### config.mk
export PLATFORM = sky130hd
export DESIGN_NAME = bbpcd_cell
export DESIGN_NICKNAME = d
export VERILOG_FILES = /design/src/rtl/bbpcd_pkg.sv /design/src/rtl/bbpcd_cell.sv
export SDC_FILE = /design/constraint.sdc
export NUM_CORES = 1
export LEC_CHECK = 0
export ABC_CLOCK_PERIOD_IN_PS = 7600
export BUFFER_PORTS_ARGS = -buffer_cell sky130_fd_sc_hd__buf_2
export CORE_MARGIN = 2
export CORE_UTILIZATION = 36
export CTS_CLUSTER_DIAMETER = 40
export CTS_CLUSTER_SIZE = 10
export DETAILED_ROUTE_END_ITERATION = 7
export PLACE_DENSITY_LB_ADDON = 0.25
export SYNTH_ARGS = -nofsm -noshare
export SYNTH_HDL_FRONTEND = slang
export SYNTH_SLANG_ARGS = --single-unit
export TNS_END_PERCENT = 5
### constraint.sdc
create_clock -name i_clk -period 7.6 [get_ports i_clk]
set_input_delay 2.28 -clock i_clk [delete_from_list [all_inputs] [get_ports i_clk]]
set_output_delay 2.28 -clock i_clk [all_outputs]
set_load 0.05 [all_outputs]
### src/rtl/bbpcd_pkg.sv
// ----------------------------------------------------------------------------
// Page cache directory package
// Shared types and constants for the byte-budget page cache directory.
// ----------------------------------------------------------------------------
package bbpcd_pkg;

    localparam int FILE_W  = 16;
    localparam int PAGE_W  = 32;
    localparam int SIZE_W  = 21;
    localparam int BUDGET_W = 40;
    localparam int BYTES_W = 41;
    localparam int EVICT_W = 7;
    localparam logic [EVICT_W-1:0] EVICT_SAT = 7'd127;

    localparam logic CFG_MAX_BYTES    = 1'b0;
    localparam logic CFG_CACHE_ENABLE = 1'b1;

    typedef enum logic [1:0] {
        OP_LOOKUP = 2'd0,
        OP_INSERT = 2'd1,
        OP_TRIM   = 2'd2,
        OP_CLEAR  = 2'd3
    } t_opcode;

    typedef struct packed {
        logic [FILE_W-1:0] file;
        logic [PAGE_W-1:0] page;
        logic [SIZE_W-1:0] size;
    } t_key;

    typedef struct packed {
        logic valid;
        t_key key;
    } t_entry;

    typedef struct packed {
        logic shift;
        logic clear;
        logic load;
    } t_cell_ctl;

endpackage

### src/rtl/bbpcd_cell.sv
// ----------------------------------------------------------------------------
// Page cache directory cell
// Holds one entry in insertion order, shifts toward the oldest end on
// eviction and compares its file and page against the request key.
// ----------------------------------------------------------------------------
module bbpcd_cell (
    input  logic                            i_clk,
    input  logic                            i_rst_n,
    input  bbpcd_pkg::t_cell_ctl            i_ctl,
    input  bbpcd_pkg::t_key                 i_key,
    input  logic                            i_prev_valid,
    input  bbpcd_pkg::t_entry               i_next,
    output bbpcd_pkg::t_entry               o_entry,
    output logic                            o_match,
    output logic [bbpcd_pkg::SIZE_W-1:0]    o_match_size
);

    logic                         r_valid;
    bbpcd_pkg::t_key              r_key;
    logic                         r_match;
    logic [bbpcd_pkg::SIZE_W-1:0] r_match_size;
    logic                         w_load;
    logic                         w_hit;

    assign w_load = i_ctl.load && !r_valid && i_prev_valid;
    assign w_hit  = r_valid && (r_key.file == i_key.file) && (r_key.page == i_key.page);

    always_ff @(posedge i_clk) begin
        if (!i_rst_n) begin
            r_valid <= 1'b0;
            r_match <= 1'b0;
        end else begin
            if (i_ctl.clear) begin
                r_valid <= 1'b0;
            end else if (i_ctl.shift) begin
                r_valid <= i_next.valid;
            end else if (w_load) begin
                r_valid <= 1'b1;
            end
            r_match <= w_hit;
        end
    end

    always_ff @(posedge i_clk) begin
        if (i_ctl.shift) begin
            r_key <= i_next.key;
        end else if (w_load) begin
            r_key <= i_key;
        end
        r_match_size <= w_hit ? r_key.size : '0;
    end

    assign o_entry.valid = r_valid;
    assign o_entry.key   = r_key;
    assign o_match       = r_match;
    assign o_match_size  = r_match_size;

endmodule

Yosys cells after proc, flatten, opt, wreduce, memory -nomap -nowiden
Index checks and enable logic that the tools add are counted.

Output and inout bits: 92. Flip-flop bits (word level): 92. Bits of input ports: 145.

Equal/unequal tests: 2. Bitwise gates (word level): 1. Mux-type cells: 4. Reduce and logical (&&, ||, !) cells: 7.

Operators by type and width (number): $mux 69 (2); $eq 32x32->1 (1); $eq 16x16->1 (1); $logic_and 1x1->1 (4); $mux 1 (2); $reduce_bool 2->1 (1); $reduce_or 2->1 (1); $logic_not 1->1 (1); $not 1->1 (1).

Logic depth before layout (Yosys ltp)
Depth in word-level cells: 5. Depth in mapped cells: 5.

Worst setup path after synthesis
No wires, ideal clock.

Kind: input to register. Start: in i_prev_valid. End: reg r_key, in the netlist o_entry[0] (enable). Library setup time: 0.512 ns. Data arrival time: 5.560 ns. Path slack: 1.528 ns. Stages on the path: 2. Cells stage by stage: nand2_1 -> o21bai_1.

Word-level cells in the longest chain between the ends: 2.

Ends and longest elaborated chain: start, declared (RTL line bbpcd_cell.sv:11) `input logic i_prev_valid,`; $logic_and 1x1->1 (RTL line bbpcd_cell.sv:25) `assign w_load = i_ctl.load && !r_valid && i_prev_valid;`; $reduce_bool 2->1 (no source line); end signal, assigned (RTL line bbpcd_cell.sv:46) `r_key <= i_next.key;`; end signal, assigned (RTL line bbpcd_cell.sv:48) `r_key <= i_key;`; end, declared (RTL line bbpcd_cell.sv:19) `bbpcd_pkg::t_key r_key;`.

Every way passes these cells. A chain may end at the register's enable or synchronous reset.

Worst setup path after layout
Start: in i_ctl[2] (netlist name). End: reg r_key, in the netlist o_entry[39] (enable).

Word-level cells in the longest chain between the ends: 1.

Ends and longest elaborated chain: start, declared (RTL line bbpcd_cell.sv:9) `input bbpcd_pkg::t_cell_ctl i_ctl,`; $reduce_bool 2->1 (no source line).

Every way passes these cells.

==> results_dict.tcl <==
set metrics [dict create \
    stdcell_area_um2 6080 \
    grt_pass1_wl_um 16500 \
    r2r_setup_slack_ns 5.30 \
    start_util_pct 37.0 \
    cp.required_ns 7.57 \
    final_core_util_pct 50.4 \
    p_per_area_nw_per_um2 219 \
    fin_cells 706 \
    wl_per_cell_um 16.0 \
    ys.flop_type "edfxtp_1" \
    ys_ff_latch 92 \
    clkLatencyLatePin_ns 0.34 \
    synth-compound-area-share_pct 2.05 \
    arrival_ns 3.97 \
    finClkSkew_ns 0.00661 \
    synth_common_cells "edfxtp_1 (69), mux2_2 (65), xor2_1 (40), nor4_2 (26)" \
    io_pins 237 \
    nNetsFinal 678 \
    grt_pass1_vias 3370 \
    synth_async_sr_flop_share_pct 0 \
    avgSynthCellArea_um2 14.7 \
    fillCellCount 1088 \
    hold_buffers 0 \
    cts_resized 0 \
    rsz0062_at_grt "false" \
    synth_nets 449 \
    dp_hpwl_um 8430 \
    synth_top_area_share_pct 46.5 \
    die_y_um 115 \
    syn-instance-count 304 \
    drive_above_1_share_pct 64.7 \
    synth_top_family_by_area "multiplexers" \
    critPathLaunch "i_ctl[2]" \
    area.growth.synth_to_final_pct 36.5 \
    drt_wl_total_um 11300 \
    dpl-instance-area_um2 5780 \
    fmax_mhz 250 \
    yosysTopAreaCell "edfxtp_1" \
    grt_max_degree 63 \
    clk_pin_slew_ns 0.06 \
    cts_tree "built" \
    cts_sinks 92 \
    end_kind "flip-flop" \
    hold_viol_final 0 \
    grt_remaining_overflow 0 \
    drv_slew 0 \
    via_per_inst 4.76 \
    cts_made_buffers 9 \
    portBuffers 236 \
    maxSlewHeadroom_pct 15.8 \
    synth-adder-area-share_pct 0 \
    cts_root_buffer "clkbuf_16" \
    synth.cell_area_um2 4460 \
    drt_drc_violations_left 0 \
    core_area_um2 12100 \
    yosys-top-cells-area "edfxtp_1 (46%), mux2_2 (16%), dfxtp_1 (10%), xor2_1 (7.9%), nor4_2 (7.3%)" \
    synth_xor_area_share_pct 8.25 \
    endpoint "o_entry[39]$_DFFE_PP_" \
    synth-edff-count 69 \
    peakVddDrop_uv 140 \
    dieWidth_um 115 \
    setup-tns-final_ns 0 \
    worst_pin_slew_ns 1.25 \
    h-tree-depth 3 \
    dp_slack_ns 3.17 \
    yosys.area_share.simple_pct 13.1 \
    cp_max_fo 62 \
    p_leak_nw 2.56 \
    fin_ws_ns 3.59 \
    grt_antenna_before_repair 0 \
    ys_types 25 \
    max_cap_violations 0 \
    worstSetupPathType "input port to flip-flop" \
    gp_congestion 0.762 \
    drt_first_pass_iters 7 \
    cts_setup_buffers 0 \
    synthMuxAreaShare_pct 16.4 \
    rr_endpoint "o_match_size[0]$_SDFF_PN0_" \
    synth_warnings 0 \
    yosysMostFrequentCell "edfxtp_1" \
    finalCritPeriodShare_pct 52.7 \
    num_vias 3364 \
    hp-class "flip-flop to flip-flop" \
    die_area_um2 13300 \
    drtIter0Drc 99 \
    finalCriticalPeriod_ns 4.01 \
    setup_violations 0 \
    rows 40 \
    r2r_start "o_entry[37]$_DFFE_PP_" \
    place_inst 690 \
    antenna_cells 0 \
    ctsLongestPathBuffers 2 \
    outcome "complete, no violations" \
    yosysSeqAreaShare_pct 56.8 \
    antenna_left 0 \
    startpoint_type "input port" \
    grt_util_all_layers_pct 16.5 \
    reg2regPathDepth 4 \
]
[layer usage]
layer | vias to the layer above | wire length (um) | global-route usage [%]
met1 | 1591 | 4510 | 19.1
li1 | 1624 | - | -
met2 | 130 | 5790 | 28.8
met4 | 0 | 276 | 8.03
met3 | 19 | 690 | 3.69
met5 | - | 0 | 0
[through the flow]
stage,hold WS [ns],power (mW)
finish,0.564,1.33
global route,0.588,1.38
global placement,0.549,0.891
floorplan,0.549,0.801
CTS,0.567,1.34
detailed placement,0.557,0.894
[worst min path at each step]
| stage | startpoint | to | slack (ns) | cells past startpoint |
|---|---|---|---|---|
| floorplan | r_valid$_SDFFE_PP0P_ | r_valid$_SDFFE_PP0P_ | 0.55 | 1 |
| global placement | o_entry[10]$_DFFE_PP_ | o_match_size[10]$_SDFF_PN0_ | 0.55 | 2 |
| detailed placement | o_entry[13]$_DFFE_PP_ | o_match_size[13]$_SDFF_PN0_ | 0.56 | 2 |
| CTS | o_entry[20]$_DFFE_PP_ | o_match_size[20]$_SDFF_PN0_ | 0.57 | 2 |
| global route | o_entry[20]$_DFFE_PP_ | o_match_size[20]$_SDFF_PN0_ | 0.59 | 2 |
| finish | o_entry[4]$_DFFE_PP_ | o_match_size[4]$_SDFF_PN0_ | 0.56 | 2 |
[cell type report]
cell class                 count  area [um^2]  share of cell area (%)
tap                          168          210                    3.46
timing repair buffer         239         1200                    19.8
multi-input combinational    185         1810                    29.8
sequential                    92         2530                    41.6
inverter                       6         22.5                   0.370
clock buffer                  16          303                    4.98
[registers in the layout, indices dropped and copies added (netlist names)]
name,flops
r_valid,1
o_match,1
o_entry,69
o_match_size,21
[cell usage in the layout, fill, tap and decap left out, types with 3 or more instances in the layout]
cell / n
nand2b_1: 5
buf_4: 3
nor4_4: 3
clkbuf_1: 3
nor4_1: 5
inv_1: 5
nor4_2: 23
mux2_2: 65
nand2_1: 5
o21ai_0: 5
xor2_1: 40
clkbuf_16: 10
edfxtp_1: 69
o2111a_1: 3
dfxtp_1: 23
nand4_1: 23
clkbuf_8: 3
buf_2: 236
[power breakdown]
part	switching (mW)	total (mW)	internal, mW
clock network	0.180	0.449	0.269
logic	0.189	0.279	0.0908
registers	0.0203	0.602	0.581
total	0.389	1.33	0.941
[cells by family after synthesis]
family	after synthesis
buffers and inverters	27
xor gates and xnor gates	42
AOI/OAI and AO/OA	11
and+or+nand+nor	67
muxes	65
DFF	92
[critical path: stages]
cell      delay (ns)
buf_2           0.62
o21bai_4        0.34
buf_4           0.70
No activity file was read; power rests on OpenSTA's default activity.
